<file path="src/rtl/rfc_pkg.sv">
`default_nettype none
package rfc_pkg;

    localparam int BYTE_W        = 8;
    localparam int MIN_FRAME_LEN = 6;
    localparam int CFG_DATA_W    = 24;
    localparam int CFG_IDX_W     = 3;
    localparam int M_TDATA_W     = 32;

    // fault flag bit positions
    localparam int FLT_HEADER  = 0;
    localparam int FLT_TAIL    = 1;
    localparam int FLT_DEVICE  = 2;
    localparam int FLT_SERVICE = 3;
    localparam int FLT_CSUM    = 4;
    localparam int FLT_W       = 5;

    typedef enum logic [CFG_IDX_W-1:0] {
        CFG_DEVICE_ID   = 3'd0,
        CFG_FRAME_LEN   = 3'd1,
        CFG_SERVICE_LEN = 3'd2,
        CFG_SERVICE_IDS = 3'd3,
        CFG_VERIFY_CSUM = 3'd4,
        CFG_CHECK_TAIL  = 3'd5,
        CFG_HEADER_BYTE = 3'd6,
        CFG_TAIL_BYTE   = 3'd7
    } t_cfg_idx;

    typedef enum logic [2:0] {
        ERR_NONE     = 3'd0,
        ERR_HEADER   = 3'd1,
        ERR_TAIL     = 3'd2,
        ERR_DEVICE   = 3'd3,
        ERR_SERVICE  = 3'd4,
        ERR_CHECKSUM = 3'd5
    } t_err;

    typedef struct packed {
        logic [7:0]  device_id;
        logic [3:0]  frame_len;
        logic [1:0]  service_len;
        logic [23:0] service_ids;
        logic        verify_checksum;
        logic        check_tail;
        logic [7:0]  header_byte;
        logic [7:0]  tail_byte;
    } t_cfg;

    // frame_ok sits in bit 0
    typedef struct packed {
        logic [7:0] payload_c;
        logic [7:0] payload_b;
        logic [7:0] payload_a;
        t_err       error_code;
        logic       frame_ok;
    } t_result;

    localparam int RESULT_W = $bits(t_result);

endpackage
`default_nettype wire

</file>
<file path="src/rtl/rfc_frame_core.sv">
`default_nettype none
module rfc_frame_core #(
    parameter int MAX_FRAME_LEN = 8
) (
    input  wire logic                       i_clk,
    input  wire logic                       i_rst_n,
    input  wire rfc_pkg::t_cfg              i_cfg,
    input  wire logic                       i_in_valid,
    output logic                            o_in_ready,
    input  wire logic [rfc_pkg::BYTE_W-1:0] i_in_byte,
    input  wire logic                       i_in_start,
    output logic                            o_out_valid,
    input  wire logic                       i_out_ready,
    output rfc_pkg::t_result                o_result
);

    localparam int PW = $clog2(MAX_FRAME_LEN);
    localparam int LW = $clog2(MAX_FRAME_LEN + 1);
    localparam int CW = (LW > 4) ? LW : 4;

    // input register
    logic                       r_in_valid;
    logic [rfc_pkg::BYTE_W-1:0] r_in_byte;
    logic                       r_in_start;

    // frame state
    logic [PW-1:0]              r_pos,   n_pos;
    logic [7:0]                 r_sum,   n_sum;
    logic [rfc_pkg::FLT_W-1:0]  r_flags, n_flags;
    logic [7:0]                 r_pay [3];
    logic [7:0]                 n_pay [3];

    // result register
    logic                       r_out_valid;
    rfc_pkg::t_result           r_result, n_result;

    logic                       w_out_free;
    logic                       w_proc;
    logic                       w_last;
    logic [PW-1:0]              w_pos;
    logic [LW-1:0]              w_pos_x;
    logic [CW-1:0]              w_flen_x;
    logic [CW-1:0]              w_len_c;
    logic [LW-1:0]              w_len;
    logic [7:0]                 w_sum_base;
    logic [rfc_pkg::FLT_W-1:0]  w_flags;
    logic [rfc_pkg::FLT_W-1:0]  w_flags_fin;
    rfc_pkg::t_err              w_code;

    assign w_out_free  = !r_out_valid || i_out_ready;
    assign o_in_ready  = !r_in_valid || w_out_free;
    assign w_proc      = r_in_valid && w_out_free;
    assign o_out_valid = r_out_valid;
    assign o_result    = r_result;

    always_comb begin
        w_pos    = r_in_start ? '0 : r_pos;
        w_pos_x  = LW'(w_pos);
        w_flen_x = CW'(i_cfg.frame_len);
        if (w_flen_x < CW'(rfc_pkg::MIN_FRAME_LEN)) begin
            w_len_c = CW'(rfc_pkg::MIN_FRAME_LEN);
        end else if (w_flen_x > CW'(MAX_FRAME_LEN)) begin
            w_len_c = CW'(MAX_FRAME_LEN);
        end else begin
            w_len_c = w_flen_x;
        end
        w_len  = LW'(w_len_c);
        w_last = (w_pos_x >= (w_len - LW'(1)));

        // byte 0 opens a fresh frame
        w_sum_base = (w_pos_x == LW'(0)) ? 8'h00 : r_sum;
        w_flags    = (w_pos_x == LW'(0)) ? '0 : r_flags;

        if (w_pos_x == LW'(0) && r_in_byte != i_cfg.header_byte) begin
            w_flags[rfc_pkg::FLT_HEADER] = 1'b1;
        end
        if (w_pos_x == LW'(1) && r_in_byte != i_cfg.device_id) begin
            w_flags[rfc_pkg::FLT_DEVICE] = 1'b1;
        end
        if (w_pos_x == LW'(2) && i_cfg.service_len >= 2'd1
                && r_in_byte != i_cfg.service_ids[7:0]) begin
            w_flags[rfc_pkg::FLT_SERVICE] = 1'b1;
        end
        if (w_pos_x == LW'(3) && i_cfg.service_len >= 2'd2
                && r_in_byte != i_cfg.service_ids[15:8]) begin
            w_flags[rfc_pkg::FLT_SERVICE] = 1'b1;
        end
        if (w_pos_x == LW'(4) && i_cfg.service_len == 2'd3
                && r_in_byte != i_cfg.service_ids[23:16]) begin
            w_flags[rfc_pkg::FLT_SERVICE] = 1'b1;
        end
        if (w_pos_x == (w_len - LW'(2)) && r_in_byte != w_sum_base) begin
            w_flags[rfc_pkg::FLT_CSUM] = 1'b1;
        end
        if (w_last && r_in_byte != i_cfg.tail_byte) begin
            w_flags[rfc_pkg::FLT_TAIL] = 1'b1;
        end

        n_sum = w_sum_base;
        if (w_pos_x != LW'(0) && w_pos_x <= (w_len - LW'(3))) begin
            n_sum = w_sum_base + r_in_byte;
        end

        n_pay = r_pay;
        case (w_pos_x)
            LW'(3):  n_pay[0] = r_in_byte;
            LW'(4):  n_pay[1] = r_in_byte;
            LW'(5):  n_pay[2] = r_in_byte;
            default: ;
        endcase

        // enables for tail and checksum apply at the end of the frame
        w_flags_fin = w_flags;
        if (!i_cfg.check_tail) begin
            w_flags_fin[rfc_pkg::FLT_TAIL] = 1'b0;
        end
        if (!i_cfg.verify_checksum) begin
            w_flags_fin[rfc_pkg::FLT_CSUM] = 1'b0;
        end

        if (w_flags_fin[rfc_pkg::FLT_HEADER]) begin
            w_code = rfc_pkg::ERR_HEADER;
        end else if (w_flags_fin[rfc_pkg::FLT_TAIL]) begin
            w_code = rfc_pkg::ERR_TAIL;
        end else if (w_flags_fin[rfc_pkg::FLT_DEVICE]) begin
            w_code = rfc_pkg::ERR_DEVICE;
        end else if (w_flags_fin[rfc_pkg::FLT_SERVICE]) begin
            w_code = rfc_pkg::ERR_SERVICE;
        end else if (w_flags_fin[rfc_pkg::FLT_CSUM]) begin
            w_code = rfc_pkg::ERR_CHECKSUM;
        end else begin
            w_code = rfc_pkg::ERR_NONE;
        end

        n_result.frame_ok   = (w_code == rfc_pkg::ERR_NONE);
        n_result.error_code = w_code;
        n_result.payload_a  = n_pay[0];
        n_result.payload_b  = n_pay[1];
        n_result.payload_c  = n_pay[2];

        if (w_last) begin
            n_pos   = '0;
            n_sum   = 8'h00;
            n_flags = '0;
        end else begin
            n_pos   = w_pos + PW'(1);
            n_flags = w_flags;
        end
    end

    always_ff @(posedge i_clk) begin
        if (!i_rst_n) begin
            r_in_valid  <= 1'b0;
            r_out_valid <= 1'b0;
            r_pos       <= '0;
            r_sum       <= 8'h00;
            r_flags     <= '0;
            r_pay[0]    <= 8'h00;
            r_pay[1]    <= 8'h00;
            r_pay[2]    <= 8'h00;
        end else begin
            if (o_in_ready) begin
                r_in_valid <= i_in_valid;
            end
            if (w_out_free) begin
                r_out_valid <= w_proc && w_last;
            end
            if (w_proc) begin
                r_pos   <= n_pos;
                r_sum   <= n_sum;
                r_flags <= n_flags;
                r_pay   <= n_pay;
            end
        end
    end

    always_ff @(posedge i_clk) begin
        if (o_in_ready && i_in_valid) begin
            r_in_byte  <= i_in_byte;
            r_in_start <= i_in_start;
        end
        if (w_proc && w_last) begin
            r_result <= n_result;
        end
    end

endmodule
`default_nettype wire

</file>
<file path="config.mk">
export PLATFORM = sky130hd
export DESIGN_NAME = rfc_frame_core
export DESIGN_NICKNAME = d
export VERILOG_FILES = /design/src/rtl/rfc_pkg.sv /design/src/rtl/rfc_frame_core.sv
export SDC_FILE = /design/constraint.sdc
export NUM_CORES = 1
export LEC_CHECK = 0
export BUFFER_PORTS_ARGS = -buffer_cell sky130_fd_sc_hd__buf_2
export CORE_MARGIN = 5
export CORE_UTILIZATION = 50
export CTS_BUF_LIST = sky130_fd_sc_hd__clkbuf_2
export CTS_CLUSTER_DIAMETER = 50
export CTS_CLUSTER_SIZE = 25
export DETAILED_ROUTE_END_ITERATION = 8
export PLACE_DENSITY = 0.81
export RECOVER_POWER = 50
export SLEW_MARGIN = 20
export SYNTH_ARGS = -nofsm -noshare
export SYNTH_HDL_FRONTEND = slang
export SYNTH_SLANG_ARGS = --single-unit
export TNS_END_PERCENT = 30
</file>
<file path="constraint.sdc">
create_clock -name i_clk -period 3.3 [get_ports i_clk]
set_clock_uncertainty 0.1 [all_clocks]
set_input_delay 0.495 -clock i_clk [delete_from_list [all_inputs] [get_ports i_clk]]
set_output_delay 0.495 -clock i_clk [all_outputs]
set_load 0.01 [all_outputs]
</file>
Yosys cells after proc, flatten, opt, wreduce, memory -nomap -nowiden
Index checks and enable logic that the tools add are counted.
Word-level totals
  input port bits: 69
  logic and storage cells: 87
  register bits: 79
  output and inout bits: 30
Cells by class
  add/subtract/negate cells: 5
  reduce and logical (&&, ||, !) cells: 21
  equality and inequality tests: 14
  multiplexer cells: 26
  order comparisons: 6
Operator list (count)
  $ne 8x8->1: 7
  $mux 8: 6
  $mux 3: 7
  $logic_and 1x1->1: 14
  $mux 5: 2
  $mux 1: 9
  $add 8x8->8: 1
  $mux 4: 2
  $sub 4x2->4 const B: 2
  $eq 3x2->1 const B: 2
  $eq 3x3->1 const B: 2
  $logic_not 3->1: 2
  $eq 3x4->1: 1
  $ge 3x4->1: 1
  $gt 4x4->1 const B: 1
  $le 3x4->1: 1
  $lt 4x3->1 const B: 1
  $sub 4x1->4 const B: 1
  $add 3x1->3 const B: 1
  $eq 3x1->1 const B: 1
  $reduce_bool 3->1: 1
  $eq 2x2->1 const B: 1
  $ge 2x1->1 const B: 1
  $ge 2x2->1 const B: 1
  2 further kinds: 4

Depth between registers and ports, before layout
Gate-level depths: netlist (run 1).
  word-level depth: 14
  gate-level depth with buffers: 15
  gate-level depth less buffers: 13

Worst setup path before layout (run 1)
No wires, ideal clock.
  path type: reg2reg
  from: register r_in_start
  to: register r_result (netlist bit o_result[1]), data pin
  library setup time: 0.261 ns
  arrival: 2.916 ns
  cell stages (with the launch flop): 13
  path buffers: 1
  path slack: 0.023 ns
  data required time: 2.939 ns
  period minus slack after synthesis: 3.277 ns
  cells stage by stage: edfxtp_1 nand2b_1 ha_1 nand2_1 clkbuf_1 nand2_1 inv_1 ha_1 or4_1 nor4_2 a221oi_2 o21a_1 a311o_1
RTL lines
  start: declaration: RTL line rfc_frame_core.sv:24  | logic r_in_start;
  start signal: assignment: RTL line rfc_frame_core.sv:180  | r_in_start <= i_in_start;
  end signal: assignment: RTL line rfc_frame_core.sv:183  | r_result <= n_result;
  end: declaration: RTL line rfc_frame_core.sv:35  | rfc_pkg::t_result r_result, n_result;

==> summary.log, run 1 <==
INFO  setup_path     startpoint_type=flip-flop
INFO  min_path       hp-class=primary input to flip-flop
INFO  sta            worst_slew_margin=0.550
INFO  floorplanning  core_area=8720µm²
INFO  sta            timing.final.hold_violations=0
INFO  logic_synthesis post_synth_inst_count=447
INFO  drt            vias_per_cell=5.48
INFO  final_layout   final.fill_count=728
INFO  drt            detailedRoute.firstIterationViolations=226
INFO  drt            avgRoutedWirePerCell=16.7µm
INFO  flow_run       maxCapViolCount=0
INFO  floorplanning  dieWidth=105µm
INFO  place          post-dp-hpwl=8020µm
INFO  sta            max_slew.worst_pin.slew=675ps
INFO  final_layout   synthToLayoutAreaGrowth=17.9%
INFO  outcome        outcome=completed
INFO  setup_path     regToRegSetupSlack=90ps
INFO  global_routing globalRouteTotalUtil=0.198
INFO  final_layout   design.final.nets=644
INFO  logic_synthesis ys_types=50
INFO  floorplanning  die_height=105µm
INFO  floorplanning  placement_rows=34
INFO  power_and_ir_drop clock_power_share=0.307
INFO  setup_path     critPathSlowestCell=or4_4
INFO  sta            final.period_utilization=0.973
INFO  global_routing first_global_vias=3690
INFO  setup_path     worstSetupEndpoint=o_result[1]
INFO  logic_synthesis total_of_flip_flops_plus_latches_after_synthesis=79
INFO  drt            overall_via_count_from_detail_route=3647
INFO  drt            first_pass_iters=5
INFO  cts            clockRootBuffer=clkbuf_2
INFO  cts            tritoncts=yes
INFO  place          buffer_ports.inserted=98
INFO  floorplanning  initial_utilization=0.514
INFO  logic_synthesis yosysWarningCount=0
INFO  cts            path_clk_slew=220ps
INFO  logic_synthesis async_flop_share=0
INFO  setup_path     rr_worst_depth=11
INFO  setup_path     path_cells=buf_4 -> nor2b_4 -> inv_4 -> nand2_2 -> and2_4 -> ha_1 -> or4_4 -> nor4_4 -> a221oi_2 -> o21a_1 -> a311o_1
INFO  setup_path     path_class=flip-flop to flip-flop
INFO  sta            final_max_slew_viol_count=0
INFO  final_layout   layout-drive-gt1-share=0.258
INFO  setup_path     rr_startpoint=r_in_start
INFO  setup_path     critPathCaptureType=flip-flop
INFO  logic_synthesis synth.yosys.seq_area_share=0.435
INFO  power_and_ir_drop combPwrFrac=0.140
INFO  drt            routed_wirelength=11100µm
INFO  power_and_ir_drop total_leakage_power=2.11nW
INFO  power_and_ir_drop power_density_relative_to_cell_area=364nW/µm²
INFO  power_and_ir_drop seq_power_share=0.553
INFO  final_layout   layout_common_cells=69 x buf_2, 68 x nand2_1, 42 x dfxtp_1, 37 x edfxtp_1, 36 x xnor2_1
INFO  logic_synthesis dominantRegCellSynth=dfxtp_1
INFO  power_and_ir_drop power_report.internal_total=0.00142W
INFO  setup_path     critPathMaxStageDelay=530ps
INFO  sta            max_clock_freq=311MHz
INFO  setup_path     cp_data_arrival_time=3430ps
INFO  setup_path     cp-startpoint=r_in_start
INFO  final_layout   post-route-util=0.606
INFO  drt            drc_errors=0
INFO  sta            post-route-min-period=3210ps
INFO  cts            cts_made_buffers=9
INFO  cts            cts-root-to-sink-buffers=2
INFO  cts            clkSinkCount=79
INFO  logic_synthesis postSynthNetCount=538
INFO  global_routing first_pass_grt_wire_length=17600µm
INFO  logic_synthesis mappedNetlistArea=4480µm²
INFO  global_routing grt_start_max_net_pins=43
INFO  cts            hold_buffers_post_cts=0
INFO  power_and_ir_drop design_power_total=0.00192W
INFO  logic_synthesis synth_enable_flop_cells=37
INFO  final_layout   antenna_cells=0
INFO  final_layout   commonest_non_fill_non_tap_cell_in_the_layout=buf_2
INFO  power_and_ir_drop netSwitchingFraction=0.263
INFO  power_and_ir_drop netSwitchingPower=0.000507W
INFO  power_and_ir_drop ir_worst_vdd=0.000232V
INFO  logic_synthesis post_synth.cell_area_avg=10.0µm²
INFO  cts            clock_tree.htree_level_count=3
INFO  drt            antenna_left=0
INFO  setup_path     rr_endpoint=o_result[1]
INFO  floorplanning  fp.dieArea=11000µm²
INFO  floorplanning  design.portCount=99
INFO  setup_path     path_max_fanout=8
INFO  global_routing global_route.overflow_total=0
INFO  setup_path     required_time_of_the_critical_path=3520ps
INFO  cts            clk_latency=530ps
INFO  place          finalWeightedCongestion=0.902
INFO  sta            setup_failing_eps_final=0
INFO  global_routing grt_antenna_before_repair=0
-- Yosys cell counts, types with 3 or more instances --
cell type,n,share of area
mux2_2,22,0.055
a21boi_0,25,0.042
nor2_1,10,0.0084
inv_1,14,0.012
nand3_1,3,0.0033
dfxtp_1,42,0.19
a21oi_1,10,0.011
and3_1,3,0.0042
a22oi_1,8,0.013
clkbuf_1,10,0.0084
edfxtp_1,37,0.25
buf_2,6,0.0067
nor2b_1,13,0.018
xor2_1,20,0.039
nand2_1,70,0.059
buf_6,5,0.013
nand2b_1,6,0.0084
nand4_1,9,0.013
o21ai_0,16,0.018
o21a_1,5,0.0084
and2_1,12,0.017
o211ai_1,4,0.0067
buf_1,3,0.0025
nor3_1,5,0.0056
xnor2_1,36,0.070
ha_1,21,0.059
nor4_1,4,0.0056
-- metrics by stage --
step / cells / worst slack, ps / cell area [µm²] / hold WS (ps) / setup TNS (ps)
floorplan: 447 / 23.0 / 4480 / 326 / 0
global placement: 645 / 139 / 5110 / 337 / 0
detailed placement: 645 / 51.6 / 5110 / 354 / 0
CTS: 661 / 12.8 / 5240 / 13.0 / 0
global route: 666 / -65.3 / 5290 / 1.39 / -65.3
finish: 666 / 88.8 / 5290 / 14.5 / 0
-- critical path: cells and delay by family, from the launching register on --
family	cells	cell delay (ps)
AOI/OAI and AO/OA	3	670
adders and majority gates	1	230
buffers and inverters	2	260
DFF	1	520
and+or+nand+nor	5	1220
-- layer usage --
metal | track usage | part of all wire | up-vias
li1 | - | - | 1756
met1 | 0.241 | 0.40 | 1727
met2 | 0.348 | 0.50 | 136
met3 | 0.0351 | 0.078 | 28
met4 | 0.0758 | 0.028 | 0
met5 | 0 | 0 | -
-- final cells by class --
cell class                 count  area (µm²)  share of cell area
multi-input combinational    327        2370               0.448
sequential                    79        1950               0.369
timing repair buffer         121         639               0.121
tap                          108         135              0.0256
clock inverter                 6        83.8              0.0159
inverter                      15        58.8              0.0111
clock buffer                  10        50.0             0.00947
-- registers in the layout (all words and copies together), names as in the netlist --
signal       count
r_sum            8
r_in_byte        8
r_flags          5
r_pay           24
o_out_valid      1
o_result        28
r_in_start       1
r_pos            3
r_in_valid       1
-- worst min-delay path by stage --
stage / cells after the start / from / to
final: 1 / i_in_start / r_in_start
after global routing: 1 / i_in_start / r_in_start
after CTS: 1 / i_in_start / r_in_start
after detailed placement: 2 / r_pay[3] / r_pay[3]
after global placement: 2 / r_flags[4] / r_flags[4]
after floorplan: 2 / r_flags[4] / r_flags[4]
-- power groups by stage --
| stage | sequential (W) | clock, W | combinational, W |
|---|---|---|---|
| after floorplan | 0.00106 | 0 | 0.000182 |
| after global routing | 0.00107 | 0.000641 | 0.000297 |
| after CTS | 0.00106 | 0.000591 | 0.000260 |
| after global placement | 0.00108 | 0 | 0.000250 |
| final | 0.00106 | 0.000590 | 0.000269 |
| after detailed placement | 0.00108 | 0 | 0.000258 |
-- repair_timing --
action	in CTS	in global routing
buffers inserted	0	5
endpoints found under the setup margin	0	2
gates resized for setup	0	10
-- kinds of logic (layout without fill, tap and decap cells) --
logic type / after synthesis / count (layout) / share of synthesized area
xor gates and xnor gates: 56 / 56 / 0.109
and+or+nand+nor: 143 / 143 / 0.157
DFF: 79 / 79 / 0.435
adders and majority gates: 22 / 22 / 0.0631
AOI/OAI and AO/OA: 84 / 84 / 0.133
muxes: 22 / 22 / 0.0552
buffers and inverters: 41 / 152 / 0.0466
Power figures use the tool's default switching activity.
==> inputs of run 2 (changes only) <==
CORE_UTILIZATION = 49   (was 50)
CTS_BUF_LIST = not set   (was sky130_fd_sc_hd__clkbuf_2)
PLACE_DENSITY = 0.8   (was 0.81)
==> run 2 against run 1 <==
  * Non-clock buffer count is the same
  * The flow now finishes with violations (setup timing)
  * Global-route usage grew 0.057 points
  * Largest cell class unchanged
  * First-iteration DRC count increased by 23%
  * Register-to-register slack worse by 90 ps
  * Clock power is 36% higher
  * Final area up 1.9%
  * Maximum frequency is 2.8% lower
  * Via count grew 0.19%
  * Cell count is 0.45% higher
  * Sequential share of layout area shrank 0.69 points
  * Hold slack improved by 200 ps
  * Worst setup slack worse by 93 ps
  * Critical path type unchanged
==> summary.log, run 2 (synthesis gave the netlist of run 1 again) <==
INFO  sta            max_slew.worst_pin.slew=656ps
INFO  place          post-dp-hpwl=8210µm
INFO  outcome        failing_checks=setup timing
INFO  setup_path     critPathSlowestCell=a2111oi_0
INFO  final_layout   layout_common_cells=69 x nand2_1, 68 x buf_2, 42 x dfxtp_1, 37 x edfxtp_1, 36 x xnor2_1
INFO  power_and_ir_drop design_power_total=0.00214W
INFO  cts            tritoncts=yes
INFO  power_and_ir_drop total_leakage_power=2.15nW
INFO  place          buffer_ports.inserted=98
INFO  floorplanning  placement_rows=35
INFO  cts            clockRootBuffer=clkbuf_8
INFO  sta            setup_failing_eps_final=1
INFO  setup_path     path_max_fanout=11
INFO  final_layout   fin_area=5390µm²
INFO  sta            max_clock_freq=303MHz
INFO  global_routing globalRouteTotalUtil=0.198
INFO  setup_path     cp_common_cell=buf_4
INFO  setup_path     number_of_buffers_and_inverters_on_the_critical_path=2
INFO  global_routing gr-usage-met2=0.337
INFO  setup_path     required_time_of_the_critical_path=3480ps
INFO  global_routing first_global_vias=3622
INFO  cts            cts-root-to-sink-buffers=2
INFO  sta            final_max_slew_viol_count=0
INFO  global_routing global_route.usage.met1=0.244
INFO  sta            finalSetupTns=-4.52ps
INFO  cts            hold_buffers_post_cts=0
INFO  cts            cts_made_buffers=9
INFO  place          place_area=5110µm²
INFO  floorplanning  initial_utilization=0.495
INFO  drt            drc_errors=0
INFO  place          finalWeightedCongestion=0.914
INFO  drt            detailedRoute.firstIterationViolations=279
INFO  sta            final.period_utilization=1.00
INFO  final_layout   design.final.nets=644
INFO  setup_path     startpoint_type=flip-flop
INFO  power_and_ir_drop ir_worst_vdd=0.000332V
INFO  power_and_ir_drop power_density_relative_to_cell_area=397nW/µm²
INFO  setup_path     path_class=flip-flop to flip-flop
INFO  global_routing grt_antenna_before_repair=0
INFO  sta            post-route-worst-setup-slack=-4.52ps
INFO  final_layout   commonest_non_fill_non_tap_cell_in_the_layout=nand2_1
INFO  flow_run       maxCapViolCount=0
INFO  global_routing grt.busiest_layer=met2
INFO  drt            antenna_left=0
INFO  cts            clk_latency=350ps
INFO  setup_path     critPathMaxStageDelay=650ps
INFO  floorplanning  fp.dieArea=11200µm²
INFO  outcome        outcome=finished, violations left
INFO  global_routing first_pass_grt_wire_length=17500µm
INFO  drt            avgRoutedWirePerCell=17.2µm
INFO  sta            timing.final.hold_violations=0
INFO  setup_path     path_cells=nand2b_4 -> ha_2 -> nand2_2 -> buf_4 -> buf_4 -> and2_1 -> ha_1 -> o21a_1 -> a2111oi_0 -> nor3_1 -> xor2_1 -> o21ai_0
INFO  min_path       hp-class=primary input to flip-flop
INFO  setup_path     critPathCaptureType=flip-flop
INFO  floorplanning  core_area=9060µm²
INFO  final_layout   post-route-util=0.594
INFO  sta            worst_slew_margin=0.551
INFO  final_layout   largest_reg_flops=28
INFO  final_layout   antenna_cells=0
INFO  setup_path     timing.critical_path.max_delay_family=compound AO/OA/AOI/OAI gates
INFO  global_routing grt_start_max_net_pins=43
INFO  drt            routed_wirelength=11500µm
INFO  drt            vias_per_cell=5.46
INFO  drt            first_pass_iters=5
INFO  floorplanning  design.portCount=99
INFO  cts            path_clk_slew=80ps
INFO  setup_path     cp_data_arrival_time=3480ps
INFO  final_layout   layout-drive-gt1-share=0.256
INFO  sta            post-route-min-period=3300ps
INFO  place          detailedPlace.worstSlack=57.1ps
INFO  global_routing global_route.overflow_total=0
INFO  global_routing global_route.usage.met3=0.0459
INFO  cts            clkSinkCount=79
INFO  cts            clock_tree.htree_level_count=3
INFO  final_layout   synthToLayoutAreaGrowth=20.2%
INFO  floorplanning  die_height=106µm
INFO  floorplanning  dieWidth=106µm
INFO  drt            overall_via_count_from_detail_route=3654
## run 2: timing repair
item	4_1_cts	5_1_grt
buffers inserted	0	5
gates resized for setup	0	10
endpoints found under the setup margin	0	1
## run 2: area by class of cell
cell class	instances	area, µm²
Inverter	15	58.8
Sequential cell	79	1950
Timing Repair Buffer	121	638
Tap cell	111	139
Clock buffer	12	145
Fill cell	763	3680
Multi-Input combinational cell	327	2380
Clock inverter	4	77.6
## run 2: power by group
| group | switching (W) | total [W] | internal, W |
|---|---|---|---|
| clock | 0.000352 | 0.000804 | 0.000452 |
| combinational | 0.000145 | 0.000278 | 0.000132 |
| sequential | 0.0000243 | 0.00106 | 0.00103 |
## run 2: routing by layer
metal | part of all wire | vias to the layer above
li1 | - | 1757
met1 | 0.42 | 1741
met2 | 0.49 | 129
met3 | 0.056 | 27
met4 | 0.031 | 0
met5 | 0 | -
## run 2: final timing paths
check | start | to | slack [ps] | cells past startpoint
worst max-delay path | r_in_start | r_sum[7] | -5 | 12
worst min-delay path | i_in_byte[0] | r_in_byte[0] | 220 | 1
worst max register to register | r_in_start | r_sum[7] | -5 | 12
worst min register to register | r_pay[23] | r_pay[23] | 360 | 2
## run 2: worst reg2reg max path, delay by kind of cell (launching register included)
family / cells / cell delay [ps]
flip-flops: 1 / 400
AO/OA/AOI/OAI: 3 / 1080
AND/OR/NAND/NOR: 4 / 610
buffers and inverters: 2 / 300
XOR/XNOR: 1 / 200
adder cells (fa/ha/maj): 2 / 550
## run 2: stage by stage
| step | hold WS, ps | instances |
|---|---|---|
| floorplan | 326 | 447 |
| global placement | 342 | 648 |
| detailed placement | 351 | 648 |
| CTS | 212 | 664 |
| global route | 198 | 669 |
| finish | 217 | 669 |
==> inputs of run 3 (changes only) <==
==> constraint.sdc (replaced) <==
create_clock -name i_clk -period 3.3 [get_ports i_clk]
set_clock_uncertainty 0.1 [all_clocks]
set_input_delay 0.33 -clock i_clk [delete_from_list [all_inputs] [get_ports i_clk]]
set_output_delay 0.33 -clock i_clk [all_outputs]
set_load 0.01 [all_outputs]
==> run 3 against run 2 <==
  * The run now ends clean
  * Worst setup slack improved by 140 ps
  * Sequential share of layout area rose by 0.85 points
  * Via count fell by 0.55%
  * Power fell by 4.7%
  * Die area did not move
  * Clock power fell by 11%
  * Maximum frequency rose by 4.3%
  * Sequential cell count did not move
  * Global-route usage rose by 0.61 points
  * First-iteration DRC count fell by 30%
  * Clock-buffer cell count fell by 2
==> summary.log, run 3 (synthesis gave the netlist of run 1 again) <==
INFO  drt            overall_via_count_from_detail_route=3634
INFO  drt            routed_wirelength=11300µm
INFO  floorplanning  placement_rows=35
INFO  sta            final.period_utilization=0.960
INFO  setup_path     cp_data_arrival_time=3180ps
INFO  outcome        outcome=completed
INFO  final_layout   design.final.nets=637
INFO  drt            drc_errors=0
INFO  setup_path     critPathMaxStageDelay=580ps
INFO  place          post-place-cells=646
INFO  sta            final_max_slew_viol_count=0
INFO  floorplanning  die_height=106µm
INFO  cts            cts_setup_buffers=0
INFO  drt            detailedRoute.firstIterationViolations=196
INFO  sta            post-route-worst-setup-slack=133ps
INFO  drt            first_pass_iters=5
INFO  power_and_ir_drop power_density_relative_to_cell_area=387nW/µm²
INFO  setup_path     path_cells=nand2b_2 -> ha_1 -> nand2_2 -> nand2_1 -> inv_1 -> ha_1 -> or4_1 -> nor4_4 -> a221oi_2 -> o21a_1 -> a311o_1
INFO  drt            vias_per_cell=5.49
INFO  final_layout   layout_common_cells=69 x nand2_1, 68 x buf_2, 42 x dfxtp_1, 37 x edfxtp_1, 36 x xnor2_1
INFO  global_routing first_global_vias=3756
INFO  cts            hold_buffers_post_cts=0
INFO  sta            worst_slew_margin=0.391
INFO  floorplanning  design.portCount=99
INFO  floorplanning  initial_utilization=0.495
INFO  final_layout   largest_reg_flops=28
INFO  global_routing grt_start_max_net_pins=43
INFO  cts            clockRootBuffer=clkbuf_8
INFO  sta            finalSetupTns=0ps
INFO  floorplanning  dieWidth=106µm
INFO  drt            avgRoutedWirePerCell=17.1µm
INFO  sta            max_clock_freq=316MHz
INFO  cts            tritoncts=yes
INFO  cts            cts_made_buffers=9
INFO  setup_path     required_time_of_the_critical_path=3310ps
INFO  floorplanning  core_area=9060µm²
INFO  cts            clkSinkCount=79
INFO  place          buffer_ports.inserted=98
INFO  setup_path     critPathSlowestCell=or4_1
INFO  sta            setup_failing_eps_final=0
INFO  setup_path     timing.critical_path.max_delay_family=simple AND/OR/NAND/NOR gates
INFO  setup_path     critPathCaptureType=flip-flop
INFO  global_routing grt_antenna_before_repair=0
INFO  final_layout   antenna_cells=0
INFO  final_layout   synthToLayoutAreaGrowth=17.4%
INFO  cts            cts-root-to-sink-buffers=2
INFO  final_layout   layout-drive-gt1-share=0.232
INFO  place          post-dp-hpwl=8270µm
INFO  setup_path     path_max_fanout=6
INFO  setup_path     path_class=flip-flop to flip-flop
INFO  global_routing global_route.overflow_total=0
INFO  cts            clock_tree.htree_level_count=3
INFO  place          finalWeightedCongestion=0.936
INFO  setup_path     startpoint_type=flip-flop
INFO  global_routing first_pass_grt_wire_length=18100µm
INFO  cts            path_clk_slew=90ps
INFO  final_layout   final_cells=662
INFO  global_routing globalRouteTotalUtil=0.204
INFO  power_and_ir_drop total_leakage_power=2.09nW
INFO  cts            clk_latency=360ps
INFO  place          detailedPlace.worstSlack=89.9ps
INFO  sta            timing.final.hold_violations=0
INFO  setup_path     cp_common_cell=ha_1
INFO  power_and_ir_drop design_power_total=0.00204W
INFO  sta            max_slew.worst_pin.slew=913ps
INFO  flow_run       maxCapViolCount=0
INFO  drt            antenna_left=0
INFO  power_and_ir_drop ir_worst_vdd=0.000227V
INFO  final_layout   commonest_non_fill_non_tap_cell_in_the_layout=nand2_1
INFO  sta            post-route-min-period=3170ps
INFO  min_path       hp-class=primary input to flip-flop
INFO  sta            worst_hold_slack=45.6ps
INFO  setup_path     number_of_buffers_and_inverters_on_the_critical_path=1
INFO  floorplanning  fp.dieArea=11200µm²
-- run 3: cell count changes in the layout (fill, tap and decap cells not counted), sizes merged --
cell,change
buf,-7
bufinv,-1
clkbuf,-2
clkinv,+2
clkinvlp,+1
-- run 3: layout make-up --
| type | count | area (µm²) |
|---|---|---|
| sequential | 79 | 1950 |
| multi-input combinational | 327 | 2340 |
| timing repair buffer | 114 | 586 |
| tap | 111 | 139 |
| fill | 794 | 3800 |
| clock inverter | 6 | 60.1 |
| clock buffer | 10 | 128 |
| inverter | 15 | 58.8 |
-- run 3: power breakdown --
| group | internal, W | leakage [nW] | switching (W) |
|---|---|---|---|
| registers | 0.00103 | 0.734 | 0.0000232 |
| logic | 0.000124 | 1.26 | 0.000143 |
| clock network | 0.000348 | 0.0941 | 0.000368 |
| total | 0.00151 | 2.09 | 0.000534 |
-- run 3: final timing paths --
check	slack [ps]	end	cells after the start	from
hold reg to reg	370	r_pay[16]	2	r_pay[16]
setup reg to reg	130	o_result[1]	11	r_in_start
setup / recovery	130	o_result[1]	11	r_in_start
hold / removal	50	r_in_byte[4]	1	i_in_byte[4]
-- run 3: layer usage --
layer	track usage	part of all wire	wire length [µm]
met5	0	0	0
met2	0.366	0.49	5610
met3	0.0416	0.063	719
met1	0.242	0.41	4680
met4	0.0722	0.029	324
-- run 3: metrics by stage --
stage          cell area [µm²]   util
6_report                  5270  0.581
3_5_place_dp              5100  0.562
2_1_floorplan             4480      -
4_1_cts                   5290  0.583
3_3_place_gp              5100  0.562
5_1_grt                   5270  0.581
-- run 3: repair_timing --
item / CTS / global route
resized for setup: 0 / 4
endpoints found under the setup margin: 0 / 1
hold endpoints to repair: 0 / 0
